File: src/tes_pkg.sv
// ----------------------------------------------------------------------------
// Timed event sequencer package
// Item codes, register indexes and the structs passed between the modules.
// ----------------------------------------------------------------------------
package tes_pkg;

    localparam logic [1:0] OP_TICK  = 2'd0;
    localparam logic [1:0] OP_WRITE = 2'd1;
    localparam logic [1:0] OP_START = 2'd2;

    localparam logic REG_EVENT_COUNT    = 1'b0;
    localparam logic REG_TICKS_PER_UNIT = 1'b1;

    localparam logic [15:0] TICKS_PER_UNIT_RESET = 16'd100;

    // One stored table entry.
    typedef struct packed {
        logic [1:0]  kind;
        logic [15:0] delay;
    } entry_t;

    // Table write request from the engine.
    typedef struct packed {
        logic       we;
        logic [3:0] idx;
        entry_t     data;
    } tbl_wr_t;

    // One result word.
    typedef struct packed {
        logic       shutter_on;
        logic       focus_on;
        logic       busy_res;
        logic       fired;
        logic [1:0] fired_kind;
    } res_t;

endpackage

File: src/tes_table.sv
// ----------------------------------------------------------------------------
// Timed event sequencer event table
// Single-port write, registered read with write-first bypass.
// ----------------------------------------------------------------------------
module tes_table #(
    parameter int MAX_EVENTS = 16,
    localparam int IDX_W = (MAX_EVENTS > 1) ? $clog2(MAX_EVENTS) : 1
) (
    input  logic              aclk,
    input  tes_pkg::tbl_wr_t  wr,
    input  logic [IDX_W-1:0]  rd_addr,
    output tes_pkg::entry_t   rd_entry
);
    import tes_pkg::*;

    entry_t           mem [MAX_EVENTS];
    entry_t           rd_reg;
    logic             wr_ok;
    logic [IDX_W-1:0] wr_addr;

    assign wr_ok   = wr.we && (32'(wr.idx) < MAX_EVENTS);
    assign wr_addr = IDX_W'(wr.idx);

    always_ff @(posedge aclk) begin
        if (wr_ok) begin
            mem[wr_addr] <= wr.data;
        end
        // The read word always tracks the entry at rd_addr, a same-cycle write to it included.
        if (wr_ok && (wr_addr == rd_addr)) begin
            rd_reg <= wr.data;
        end else begin
            rd_reg <= mem[rd_addr];
        end
    end

    assign rd_entry = rd_reg;

endmodule

File: src/tes_engine.sv
// ----------------------------------------------------------------------------
// Timed event sequencer engine
// Phase machine, delay counter and line levels, one word per cycle while proc is high.
// ----------------------------------------------------------------------------
module tes_engine #(
    parameter int MAX_EVENTS = 16,
    localparam int IDX_W = (MAX_EVENTS > 1) ? $clog2(MAX_EVENTS) : 1
) (
    input  logic              aclk,
    input  logic              aresetn,
    input  logic              proc,
    input  logic [1:0]        op,
    input  logic [3:0]        entry_index,
    input  logic [1:0]        entry_kind,
    input  logic [15:0]       entry_delay,
    input  logic [4:0]        event_count,
    input  logic [15:0]       ticks_per_unit,
    input  tes_pkg::entry_t   rd_entry,
    output tes_pkg::tbl_wr_t  tbl_wr,
    output logic [IDX_W-1:0]  rd_addr,
    output tes_pkg::res_t     res
);
    import tes_pkg::*;

    localparam logic [2:0] PH_INIT  = 3'd0;
    localparam logic [2:0] PH_LOAD  = 3'd1;
    localparam logic [2:0] PH_DELAY = 3'd2;
    localparam logic [2:0] PH_FIRE  = 3'd3;
    localparam logic [2:0] PH_DONE  = 3'd4;

    logic [2:0]  phase_reg, phase_next;
    logic [4:0]  pos_reg, pos_next;
    logic [31:0] dc_reg, dc_next;
    logic [1:0]  pk_reg, pk_next;
    logic        shutter_reg, shutter_next;
    logic        focus_reg, focus_next;
    logic        fired;
    logic [1:0]  fired_kind;

    always_comb begin
        logic [2:0]  ph1;
        logic [4:0]  pos1;
        logic [31:0] dc1;

        phase_next   = phase_reg;
        pos_next     = pos_reg;
        dc_next      = dc_reg;
        pk_next      = pk_reg;
        shutter_next = shutter_reg;
        focus_next   = focus_reg;
        fired        = 1'b0;
        fired_kind   = 2'd0;
        tbl_wr.we    = 1'b0;
        tbl_wr.idx   = entry_index;
        tbl_wr.data  = '{kind: entry_kind, delay: entry_delay};
        ph1          = phase_reg;
        pos1         = pos_reg;
        dc1          = dc_reg;

        if (proc) begin
            unique case (op)
                OP_TICK: begin
                    // First decide the phase this tick moves to.
                    unique case (phase_reg)
                        PH_INIT: begin
                            ph1  = PH_LOAD;
                            pos1 = 5'd0;
                        end
                        PH_LOAD: begin
                            if (dc_reg <= 32'd1) begin
                                ph1 = PH_FIRE;
                            end else begin
                                dc1 = dc_reg - 32'd1;
                                ph1 = PH_DELAY;
                            end
                        end
                        PH_DELAY: begin
                            if (dc_reg <= 32'd1) begin
                                ph1 = PH_FIRE;
                            end
                        end
                        PH_FIRE: begin
                            if ((32'(pos_reg) >= 32'(event_count)) ||
                                (32'(pos_reg) >= MAX_EVENTS)) begin
                                ph1 = PH_DONE;
                            end else begin
                                ph1 = PH_LOAD;
                            end
                        end
                        PH_DONE: begin
                            ph1 = PH_DONE;
                        end
                        default: begin
                            ph1 = PH_INIT;
                        end
                    endcase

                    phase_next = ph1;
                    pos_next   = pos1;
                    dc_next    = dc1;

                    // Then do the work of the phase just entered.
                    unique case (ph1)
                        PH_INIT: begin
                            pos_next = 5'd0;
                        end
                        PH_LOAD: begin
                            pk_next  = rd_entry.kind;
                            dc_next  = {16'd0, rd_entry.delay} * {16'd0, ticks_per_unit};
                            pos_next = pos1 + 5'd1;
                        end
                        PH_DELAY: begin
                            dc_next = dc1 - 32'd1;
                        end
                        PH_FIRE: begin
                            fired      = 1'b1;
                            fired_kind = pk_reg;
                            case (pk_reg)
                                2'd0:    shutter_next = 1'b1;
                                2'd1:    focus_next   = 1'b1;
                                2'd2:    focus_next   = 1'b0;
                                default: shutter_next = 1'b0;
                            endcase
                        end
                        default: begin
                        end
                    endcase
                end
                OP_WRITE: begin
                    tbl_wr.we = 1'b1;
                end
                OP_START: begin
                    phase_next = PH_INIT;
                end
                default: begin
                end
            endcase
        end
    end

    // The table read for the next load: entry 0 after a restart, else the
    // next position, folded back to 0 when it lies past the table.
    always_comb begin
        if (phase_next == PH_INIT) begin
            rd_addr = '0;
        end else if (32'(pos_next) < MAX_EVENTS) begin
            rd_addr = IDX_W'(pos_next);
        end else begin
            rd_addr = '0;
        end
    end

    always_ff @(posedge aclk) begin
        if (!aresetn) begin
            phase_reg   <= PH_DONE;
            pos_reg     <= 5'd0;
            dc_reg      <= 32'd0;
            pk_reg      <= 2'd0;
            shutter_reg <= 1'b0;
            focus_reg   <= 1'b0;
        end else begin
            phase_reg   <= phase_next;
            pos_reg     <= pos_next;
            dc_reg      <= dc_next;
            pk_reg      <= pk_next;
            shutter_reg <= shutter_next;
            focus_reg   <= focus_next;
        end
    end

    assign res.shutter_on = shutter_next;
    assign res.focus_on   = focus_next;
    assign res.busy_res   = (phase_next != PH_DONE);
    assign res.fired      = fired;
    assign res.fired_kind = fired_kind;

endmodule

File: src/timed_event_sequencer_top.sv
// A word taken into the input register passes the engine into the output register.
// Throughput: one word per cycle unless stalled as below; the engine state is updated once per word.
// Both registers hold while a result word waits with m_tready low; an empty
// input register still takes one word in that time.
// Reset (aresetn low, synchronous) empties both registers, puts the machine in
// done with the lines off, and loads event_count 0 and ticks_per_unit 100.
// ----------------------------------------------------------------------------
// Timed event sequencer top level
// Stream ports, configuration registers, input and output registers.
// ----------------------------------------------------------------------------
module timed_event_sequencer_top #(
    parameter int MAX_EVENTS = 16
) (
    input  logic        aclk,
    input  logic        aresetn,
    input  logic        s_tvalid,
    output logic        s_tready,
    input  logic [23:0] s_tdata,   // entry_index[3:0], entry_kind[5:4], entry_delay[21:6]
    input  logic [1:0]  s_tuser,   // op[1:0]
    output logic        m_tvalid,
    input  logic        m_tready,
    output logic [7:0]  m_tdata,   // shutter_on[0], focus_on[1], busy_res[2],
                                   // fired[3], fired_kind[5:4]
    input  logic        cfg_we,
    input  logic        cfg_addr,
    input  logic [15:0] cfg_wdata
);
    import tes_pkg::*;

    localparam int IDX_W = (MAX_EVENTS > 1) ? $clog2(MAX_EVENTS) : 1;

    logic        in_valid_reg;
    logic [1:0]  in_op_reg;
    logic [3:0]  in_idx_reg;
    logic [1:0]  in_kind_reg;
    logic [15:0] in_delay_reg;
    logic        out_valid_reg;
    res_t        out_res_reg;
    logic [4:0]  count_reg;
    logic [15:0] tpu_reg;

    logic             adv;
    logic             proc;
    res_t             res;
    tbl_wr_t          tbl_wr;
    entry_t           rd_entry;
    logic [IDX_W-1:0] rd_addr;

    assign adv      = !out_valid_reg || m_tready;
    assign proc     = in_valid_reg && adv;
    assign s_tready = !in_valid_reg || adv;

    always_ff @(posedge aclk) begin
        if (!aresetn) begin
            in_valid_reg  <= 1'b0;
            out_valid_reg <= 1'b0;
            count_reg     <= 5'd0;
            tpu_reg       <= TICKS_PER_UNIT_RESET;
        end else begin
            if (s_tready) begin
                in_valid_reg <= s_tvalid;
            end
            if (adv) begin
                out_valid_reg <= in_valid_reg;
            end
            if (cfg_we) begin
                unique case (cfg_addr)
                    REG_EVENT_COUNT:    count_reg <= cfg_wdata[4:0];
                    REG_TICKS_PER_UNIT: tpu_reg   <= cfg_wdata;
                    default: begin
                    end
                endcase
            end
        end
    end

    always_ff @(posedge aclk) begin
        if (s_tvalid && s_tready) begin
            in_op_reg    <= s_tuser;
            in_idx_reg   <= s_tdata[3:0];
            in_kind_reg  <= s_tdata[5:4];
            in_delay_reg <= s_tdata[21:6];
        end
        if (proc) begin
            out_res_reg <= res;
        end
    end

    tes_engine #(
        .MAX_EVENTS(MAX_EVENTS)
    ) u_engine (
        .aclk           (aclk),
        .aresetn        (aresetn),
        .proc           (proc),
        .op             (in_op_reg),
        .entry_index    (in_idx_reg),
        .entry_kind     (in_kind_reg),
        .entry_delay    (in_delay_reg),
        .event_count    (count_reg),
        .ticks_per_unit (tpu_reg),
        .rd_entry       (rd_entry),
        .tbl_wr         (tbl_wr),
        .rd_addr        (rd_addr),
        .res            (res)
    );

    tes_table #(
        .MAX_EVENTS(MAX_EVENTS)
    ) u_table (
        .aclk     (aclk),
        .wr       (tbl_wr),
        .rd_addr  (rd_addr),
        .rd_entry (rd_entry)
    );

    assign m_tvalid = out_valid_reg;
    assign m_tdata  = {2'b00, out_res_reg.fired_kind, out_res_reg.fired,
                       out_res_reg.busy_res, out_res_reg.focus_on, out_res_reg.shutter_on};

endmodule

File: config.mk
export PLATFORM = sky130hd
export DESIGN_NAME = timed_event_sequencer_top
export DESIGN_NICKNAME = d
export VERILOG_FILES = /design/src/tes_pkg.sv /design/src/tes_table.sv /design/src/tes_engine.sv /design/src/timed_event_sequencer_top.sv
export SDC_FILE = /design/constraint.sdc
export NUM_CORES = 1
export LEC_CHECK = 0
export BUFFER_PORTS_ARGS = -buffer_cell sky130_fd_sc_hd__buf_4
export CELL_PAD_IN_SITES_DETAIL_PLACEMENT = 1
export CELL_PAD_IN_SITES_GLOBAL_PLACEMENT = 1
export CORE_ASPECT_RATIO = 0.5
export CORE_MARGIN = 3
export CORE_UTILIZATION = 48
export DETAILED_ROUTE_END_ITERATION = 12
export PLACE_DENSITY_LB_ADDON = 0.1
export SKIP_CTS_REPAIR_TIMING = 1
export SYNTH_ARGS = -nofsm -noshare
export SYNTH_HDL_FRONTEND = slang
export SYNTH_HIERARCHICAL = 1
export SYNTH_SLANG_ARGS = --single-unit
File: constraint.sdc
create_clock -name aclk -period 6.5 [get_ports aclk]
set_input_delay 1.3 -clock aclk [delete_from_list [all_inputs] [get_ports aclk]]
set_output_delay 1.3 -clock aclk [all_outputs]
set_load 0.1 [all_outputs]
# Word level (Yosys, flattened, before mapping)
# Memory sizes are Yosys's and may differ from the RTL's. A register that Yosys moved wholly into a read port is not among the register bits.
# Index checks and enable logic that the tools add are counted.
# word_totals
latch_bits	0
word_cells	93
in_bits	48
register_bits	97
out_inout_bits	10
romBits	0
n_memories	1
ram_bits	288
# memory_table
name	words	word_bits	read_ports	rd_clocked_by_memory_dff	write_ports	line	source
u_table.mem	16	18	1	1	1	tes_table.sv:16	entry_t mem [MAX_EVENTS];
# op_classes
n_eq_ne	12
addsub	3
n_shift	0
magnitude_cmp	4
mul	1
mux	34
div_mod_pow	0
n_bitwise	1
reduce_logical	18
# ops
op	n
two-way mux 32 bit	4
one-hot mux 32 bit (2 select lines)	1
subtractor 32 x 1 -> 32 bit, second input constant	2
less-or-equal comparator 32 x 1 -> 1 bit, second input constant	1
multiplier 16 x 16 -> 32 bit	1
two-way mux 5 bit	5
two-way mux 3 bit	5
one-hot mux 3 bit (5 select lines)	1
== test 3 x 2 -> 1 bit, second input constant	4
two-way mux 1 bit	12
one-hot mux 5 bit (2 select lines)	1
logical NOT 3 bit	3
two-way mux 4 bit	2
AND reduction 2 bit	4
== test 3 x 1 -> 1 bit, second input constant	2
one-hot mux 3 bit (2 select lines)	1
adder 5 x 1 -> 5 bit, second input constant	1
>= comparator 5 bit	1
>= comparator 5 bit, second input constant	1
< comparator 5 bit, second input constant	1
== test 2 x 1 -> 1 bit, second input constant	2
== test 2 bit, second input constant	2
logical NOT 2 bit	2
one-hot mux 1 bit (2 select lines)	2
other kinds (8)	12

# Logic depth before layout (Yosys ltp)
# Gate-level depths: netlist of run 1.
# logic_depth
depth_word	13
mapped_depth	29

# Hierarchy
# Netlist of run 1, hierarchy kept.
# modules_own_cells
mod	cells_each	area_per_inst_um2	n_inst
tes_engine	1572	12723.5	1
tes_table	468	11041.8	1
timed_event_sequencer_top	133	1870.5	1

# Least setup slack after synthesis of run 1
# Ideal clock, no wire load.
# synth_timing
kind	flip-flop to flip-flop
startpoint	reg with a tool-made name
endpoint	reg u_engine.dc_reg[25]
required_ps	6380
setup_time_ps	120
synth_period_minus_slack_ps	6837
path_stages_with_launch	27
t_arrival_ps	6718
slack_ps	-337
path_buffers	3
path_cell_list	dfxtp_1 > buf_6 > buf_6 > mux4_1 > a22oi_1 > nand2_1 > clkbuf_1 > and2_1 > fa_1 > inv_1 > fa_1 > fa_1 > fa_1 > inv_1 > fa_1 > inv_1 > fa_1 > inv_1 > ha_1 > a2111o_1 > o311ai_0 > o21bai_1 > a31oi_1 > o21ai_0 > xnor2_1 > nor2_1 > o31a_1
# synth_lines
item	line	source
end signal, assigned	tes_engine.sv:164	dc_reg <= dc_next;
end, declared	tes_engine.sv:33	logic [31:0] dc_reg, dc_next;

==> qor_table.md, run 1 <==
| Metric | Value |
|---|---|
| Run status | finished, violations left |
| Violated checks | negative setup slack |
| Final setup violation count | 22 |
| Top achievable clock speed | 136 MHz |
| Final count of hold timing violations | 0 |
| Data required, critical path | 6.99 ns |
| Number of distinct library cells after synthesis | 87 |
| Clock net sink count | 389 |
| Final Critical Period | 7.33 ns |
| Die W | 333 µm |
| Worst Path Class, Setup | reg2reg |
| Final worst setup slack | -0.832 ns |
| Synth async-reset ratio | 0% |
| Buffer cell driving the clock tree root | clkbuf_16 |
| Count of state elements after synthesis | 389 |
| Number of standard cells after synthesis | 2173 |
| Areal power density over the cells | 251 nW/µm² |
| Later-pin clock latency in the skew report | 0.58 ns |
| Routed vias/inst | 5.72 |
| Wire length of the first global-routing pass | 111 mm |
| Pre-CTS setup slack | -0.872 ns |
| Dpl cells | 2992 |
| VDD IR-drop max | 0.000234 V |
| Biggest cell delay along the critical path | 0.54 ns |
| Min-Delay Path Class | reg2reg |
| Most numerous cell types in the synthesized netlist | edfxtp_1, nand2_1, inv_1, fa_1, and2_1 |
| Fin nets | 2721 |
| Slowest stage cell on the critical path | mux4_2 |
| Top-count cell post-synth | edfxtp_1 |
| Effective utilization at floorplan | 48.9% |
| Number of max-cap violations | 0 |
| Number of placement rows | 59 |
| Filler Cell Count | 5331 |
| Via count | 17700 |
| Clock tree from TritonCTS | done |
| Antenna violations before repair | 2 |
| Number of top-level pins | 58 |
| Buf/Inv on CP | 6 |
| Mean cell area of the mapped netlist | 11.8 µm² |
| Vias in the first global route | 18400 |
| Largest area contributor in the netlist | edfxtp_1 |
| Die Area | 56400 µm² |
| GRT Overall Usage | 25.8% |
| Largest net degree at the start of global routing | 65 |
| Slew @ Worst Pin | 1.04 ns |
| Share of post-route cells with drive strength above 1 | 26.1% |
| Final clock skew | 0.0250 ns |
| Maximum buffer depth of the clock tree | 3 |
| Fraction of the core area covered by cells at the end of the flow | 58.1% |
| 1st-pass router iterations | 5 |
| H-tree Lvls | 2 |
| RSZ-0062 raised after global routing | yes |
| Data arrival time at the worst-slack endpoint | 7.83 ns |
| Cell with the most instances on the worst path | fa_1 |
| Area of the core region | 52400 µm² |
| Part of the cycle the worst path needs | 113% |
| Synthesized area | 25600 µm² |
| Post-synth EDFFs | 318 |
| Flip-flop count of the largest register, all copies and words added | 288 |
| Share of the synthesized area in the top cell type | 37.2% |
| Number of buffers added by the clock tree synthesis step | 37 |
| Final non-filler cell total | 3088 |
| Routed wire length | 74.7 mm |
| DRC violation total after the first TritonRoute iteration | 1419 |
| Leakage component of the power | 12.0 nW |
| DIE HEIGHT | 169 µm |
| Final Slew Violations | 0 |
| # port buffers | 53 |
| Prevailing post-synth register cell | edfxtp_1 |
| Area overhead of the layout relative to synthesis | 18.8% |
| Clock slew at the register clock pins of the worst setup and hold paths | 0.07 ns |
| Sequential share of the synthesized area | 42.8% |
| Antenna viol nets, final | 0 |
| Slew Limit Headroom | 30.0% |
| Highest net fanout along the worst path | 8 |
| DRC violation count after routing | 0 |
| Overflow left after global routing | 0 |
| Cell types occupying the most area after synthesis | edfxtp_1, fa_1, ha_1, dfxtp_1, mux4_2 |
| Startpoint type of the worst setup path | register |
| Critical Path Sink Type | register |
| Number of antenna repair diodes | 0 |
| DP HPWL | 51.7 mm |
| Number of synthesis warnings | 6 |
| Gp weighted congestion | 0.860 |
| Wire length per cell | 24.2 µm |
| Crit-path leading delay family | adder cells |
==> worst register-to-register path, stage by stage, from the launching register on <==
cell and delay (ns):
dfxtp_4 0.41, buf_12 0.17, buf_12 0.15, mux4_2 0.55, a22oi_2 0.33, nand2_2 0.11, buf_12 0.16, buf_4 0.14
and2_1 0.17, fa_1 0.52, fa_1 0.43, fa_1 0.52, fa_1 0.44, fa_1 0.50, inv_1 0.05, fa_1 0.48
inv_1 0.06, ha_4 0.22, and3_4 0.16, a221o_1 0.33, a21oi_2 0.15, o211ai_1 0.16, nand3_1 0.14, nand3b_1 0.16
a211oi_2 0.29, xnor2_1 0.19, o21ai_1 0.09, a31oi_1 0.18
==> per-stage QoR <==
stage          TNS, ns  total power, mW  hold WS, ns  instance area, µm²
2_1_floorplan   -0.562             4.21        0.438               25900
3_3_place_gp    -10.67             4.93        0.451               28100
5_1_grt         -17.55             8.05        0.494               30400
4_1_cts         -16.13             7.25        0.467               29300
6_report        -12.72             7.63        0.464               30400
3_5_place_dp    -14.77             4.99        0.458               28100
==> where the power goes <==
group	switching, mW	internal, mW
registers	0.0615	2.72
logic	1.40	1.21
clock network	0.999	1.24
total	2.46	5.17
==> final timing paths <==
path | from | to | slack (ns) | cells after the start
worst max register to register | register | u_engine/dc_reg[30] | -0.83 | 27
worst min-delay path | count_reg[2] | count_reg[2] | 0.46 | 2
worst max-delay path | register | u_engine/dc_reg[30] | -0.83 | 27
worst min register to register | count_reg[2] | count_reg[2] | 0.46 | 2
==> routing by layer <==
layer,vias to the layer above,routed length [µm],track usage (%)
li1,7951,-,-
met1,9116,33000,36.1
met2,499,35800,43.0
met3,102,4180,4.39
met4,0,1660,5.37
met5,-,0,0
==> area by class of cell <==
| class | instances | area (µm²) | share of cell area, % |
|---|---|---|---|
| Multi-Input combinational cell | 1406 | 13900 | 45.7 |
| Tap cell | 701 | 877 | 2.88 |
| Clock inverter | 22 | 264 | 0.867 |
| Clock buffer | 41 | 961 | 3.16 |
| Sequential cell | 389 | 11000 | 36.0 |
| Inverter | 249 | 935 | 3.07 |
| Timing Repair Buffer | 280 | 2510 | 8.24 |
==> cell families (layout without fill, tap and decap cells) <==
| logic type | Yosys count | count (layout) | share of synthesized area [%] |
|---|---|---|---|
| AO/OA/AOI/OAI | 300 | 300 | 7.99 |
| multiplexers | 87 | 87 | 7.24 |
| other | 1 | 2 | 0.0146 |
| flip-flops | 389 | 389 | 42.8 |
| XOR/XNOR | 64 | 64 | 2.19 |
| adder cells (fa/ha/maj) | 310 | 310 | 20.8 |
| buffers and inverters | 379 | 592 | 6.31 |
| AND/OR/NAND/NOR | 643 | 643 | 12.7 |
==> cells in the final DEF (no fill, tap or decap), types with 13 or more instances in the layout <==
master     count
a211oi_1      13
a21oi_1       53
a22oi_2       27
and2_1       106
and2_4        18
buf_12        22
buf_4        235
buf_6         19
clkbuf_16     40
dfxtp_1       69
edfxtp_1     318
fa_1         182
ha_1          97
ha_4          16
inv_1        232
inv_2         16
mux2i_1       14
mux4_2        67
nand2_1      240
nand2_2       14
nand3_1       25
nand4_1       15
nor2_1        63
nor2_2        16
nor2b_1       14
nor3_1        31
nor4_1        13
o21ai_0       46
o21ai_2       14
xnor2_1       36
xor2_1        21
Note: power is estimated with default switching activity, not from simulation.
==> run 2: changes to the inputs <==
--- a/config.mk
+++ b/config.mk
@@ -13,7 +13,6 @@
 export CORE_UTILIZATION = 48
 export DETAILED_ROUTE_END_ITERATION = 12
 export PLACE_DENSITY_LB_ADDON = 0.1
-export SKIP_CTS_REPAIR_TIMING = 1
 export SYNTH_ARGS = -nofsm -noshare
 export SYNTH_HDL_FRONTEND = slang
 export SYNTH_HIERARCHICAL = 1
==> run 2 against run 1 <==
Effect of this change: the flow still finishes with violations (negative setup slack); final cell count down 0.23%; total power fell by 1.2%; worst hold slack gained 0.0041 ns; setup slack gained 0.14 ns; clock-buffer cell count did not move; flip-flop and latch count is the same; core utilization decreased by 0.29 points; global-route usage up 0.53 points; clock skew decreased by 0.0033 ns; non-clock buffer count shrank 7.
==> qor_table.md, run 2 (synthesis results as in run 1) <==
| Metric | Value | vs previous |
|---|---|---|
| Run status | finished, violations left |  |
| Violated checks | negative setup slack |  |
| Critical Path Sink Type | register |  |
| Final count of hold timing violations | 0 | unchanged |
| Slew Limit Headroom | 28.6% | -1.4 points |
| Highest net fanout along the worst path | 7 | -1 |
| Via count | 17600 | -0.64% |
| PnR Total Power | 7.53 mW | -1.2% |
| Crit-path leading delay family | adder cells |  |
| Top achievable clock speed | 139 MHz | +1.9% |
| Most common cell after layout, fill and taps aside | edfxtp_1 |  |
| Number of top-level pins | 58 | unchanged |
| Number of antenna repair diodes | 0 | unchanged |
| Gp weighted congestion | 0.860 | unchanged |
| Effective utilization at floorplan | 48.9% | unchanged |
| # port buffers | 53 | unchanged |
| Data arrival time at the worst-slack endpoint | 7.66 ns | -0.17 ns |
| Filler Cell Count | 5342 | +0.21% |
| Routed vias/inst | 5.70 | -0.41% |
| Hold Path Stages | 2 | unchanged |
| Routed wire length | 73.7 mm | -1.2% |
| Dpl cells | 2992 | unchanged |
| RSZ-0062 raised after global routing | yes |  |
| Final Critical Period | 7.19 ns | -0.137 ns |
| VDD IR-drop max | 0.000235 V | +0.37% |
| DIE HEIGHT | 169 µm | unchanged |
| Vias in the first global route | 18800 | +1.7% |
| Area of the core region | 52400 µm² | unchanged |
| Buf/Inv on CP | 6 | unchanged |
| Areal power density over the cells | 249 nW/µm² | -0.74% |
| Wire length per cell | 23.9 µm | -1.0% |
| Maximum buffer depth of the clock tree | 3 | unchanged |
| Launch instance of the worst min-delay path | count_reg[2] |  |
| Final setup violation count | 21 | -4.5% |
| Number of buffers added by the clock tree synthesis step | 37 | unchanged |
| Worst Hold Path EP | count_reg[2] |  |
| Count of hold buffers inserted by post-cts repair | 0 |  |
| Data required, critical path | 6.96 ns | -0.03 ns |
| Most frequent cells in the layout | edfxtp_1, inv_1, nand2_1 |  |
| Clock tree from TritonCTS | done |  |
| Biggest cell delay along the critical path | 0.56 ns | +0.02 ns |
| Antenna viol nets, final | 0 | unchanged |
| Clock net sink count | 389 | unchanged |
| Final worst setup slack | -0.694 ns | +0.137 ns |
| Fraction of the core area covered by cells at the end of the flow | 57.8% | -0.29 points |
| GRT Overall Usage | 26.4% | +0.53 points |
| Clock slew at the register clock pins of the worst setup and hold paths | 0.07 ns | about the same |
| Buffer cell driving the clock tree root | clkbuf_16 |  |
| Share of post-route cells with drive strength above 1 | 25.1% | -1.1 points |
| Worst Path Class, Setup | reg2reg |  |
| Antenna violations before repair | 1 | -1 |
| DRC violation count after routing | 0 | unchanged |
| Fin nets | 2714 | -0.26% |
| Met3 track demand over resource in global routing | 4.68% | +0.29 points |
| Flip-flop count of the largest register, all copies and words added | 288 | unchanged |
| DP HPWL | 51.7 mm | unchanged |
| 1st-pass router iterations | 5 | unchanged |
| Slowest stage cell on the critical path | fa_2 |  |
| Internal reg-to-reg setup slack | -0.69 ns | +0.14 ns |
| Final non-filler cell total | 3081 | -0.23% |
| Number of placement rows | 59 | unchanged |
| Fraction of met2 tracks used by global routing | 44.2% | +1.1 points |
| Die W | 333 µm | unchanged |
| Number of max-cap violations | 0 | unchanged |
| Min-Delay Path Class | reg2reg |  |
| Capture instance of the worst register-to-register path | u_engine/dc_reg[25] |  |
| Top Usage Layer GRT | met2 |  |
| Leakage component of the power | 11.9 nW | -0.43% |
| Overflow left after global routing | 0 | unchanged |
| Final clock skew | 0.0218 ns | -0.00326 ns |
| Global routing met1 resource utilization | 36.3% | +0.18 points |
| Wire length of the first global-routing pass | 113 mm | +1.9% |
| Final Slew Violations | 0 | unchanged |
| H-tree Lvls | 2 | unchanged |
| Later-pin clock latency in the skew report | 0.57 ns | about the same |
| Final Hold Slack | 0.468 ns | +0.00405 ns |
| Sequential cell area | 11000 µm² | about the same |
| Pre-CTS setup slack | -0.872 ns | unchanged |
| Area overhead of the layout relative to synthesis | 18.2% |  |
| Largest net degree at the start of global routing | 65 | unchanged |
| Slew @ Worst Pin | 1.07 ns | +0.0250 ns |
| Worst reg-to-reg path cell count | 25 | -7.4% |
| DRC violation total after the first TritonRoute iteration | 1282 | -9.7% |
| Part of the cycle the worst path needs | 111% | -2.1 points |
| Startpoint type of the worst setup path | register |  |
| Multi-input combinational cell area | 13800 µm² | -0.74% |
| Die Area | 56400 µm² | unchanged |
## run 2: layout make-up
type,count,area share (%)
Inverter,249,3.08
Clock buffer,41,3.17
Timing Repair Buffer,273,8.12
Sequential cell,389,36.2
Clock inverter,22,0.871
Multi-Input combinational cell,1406,45.6
Tap cell,701,2.89
## run 2: worst reg2reg max path, stage by stage (launching register included)
cell,delay (ns)
dfxtp_4,0.40
buf_12,0.15
buf_6,0.13
mux4_2,0.52
a22oi_2,0.22
nand2_2,0.13
and2_4,0.16
fa_1,0.52
inv_2,0.05
fa_2,0.56
fa_2,0.46
fa_1,0.55
inv_1,0.05
fa_1,0.49
inv_1,0.06
fa_2,0.53
inv_2,0.05
ha_4,0.15
a2111o_1,0.44
o311ai_2,0.33
o21bai_2,0.15
a31oi_4,0.26
o21ai_1,0.10
xnor2_1,0.24
nor2_1,0.11
o31a_1,0.31
## run 2: per-stage QoR
| step | instance area [µm²] | setup TNS, ns |
|---|---|---|
| floorplan | 25900 | -0.562 |
| global placement | 28100 | -10.67 |
| detailed placement | 28100 | -14.77 |
| CTS | 30000 | -9.09 |
| global route | 30300 | -15.44 |
| finish | 30300 | -10.06 |
## run 2: layer usage
layer	wire, µm	share of wire [%]	up-vias
met3	4070	5.5	94
met4	1380	1.9	0
met2	35200	48	450
li1	-	-	7930
met1	33100	45	9081
met5	0	0	-
## run 2: timing repair
action | in CTS | in global routing
pin swaps | 57 | 40
cloned | 2 | 0
gates resized for setup | 118 | 61
setup buffers | 14 | 12
setup endpoints to repair | 24 | 24
## run 2: where the power goes
part	switching (mW)	internal, mW
registers	0.0615	2.72
logic	1.34	1.18
clock network	0.988	1.24
## run 2: how the worst max path moves through the flow
stage             start                  end  slack, ns  cells past startpoint
5_1_grt        register  u_engine/dc_reg[30]      -0.96                     28
3_5_place_dp   register  u_engine/dc_reg[23]      -0.87                     26
4_1_cts        register  u_engine/dc_reg[30]      -0.65                     28
3_3_place_gp   register  u_engine/dc_reg[25]      -0.68                     26
2_1_floorplan  register  u_engine/dc_reg[25]      -0.14                     25
6_report       register  u_engine/dc_reg[25]      -0.69                     25
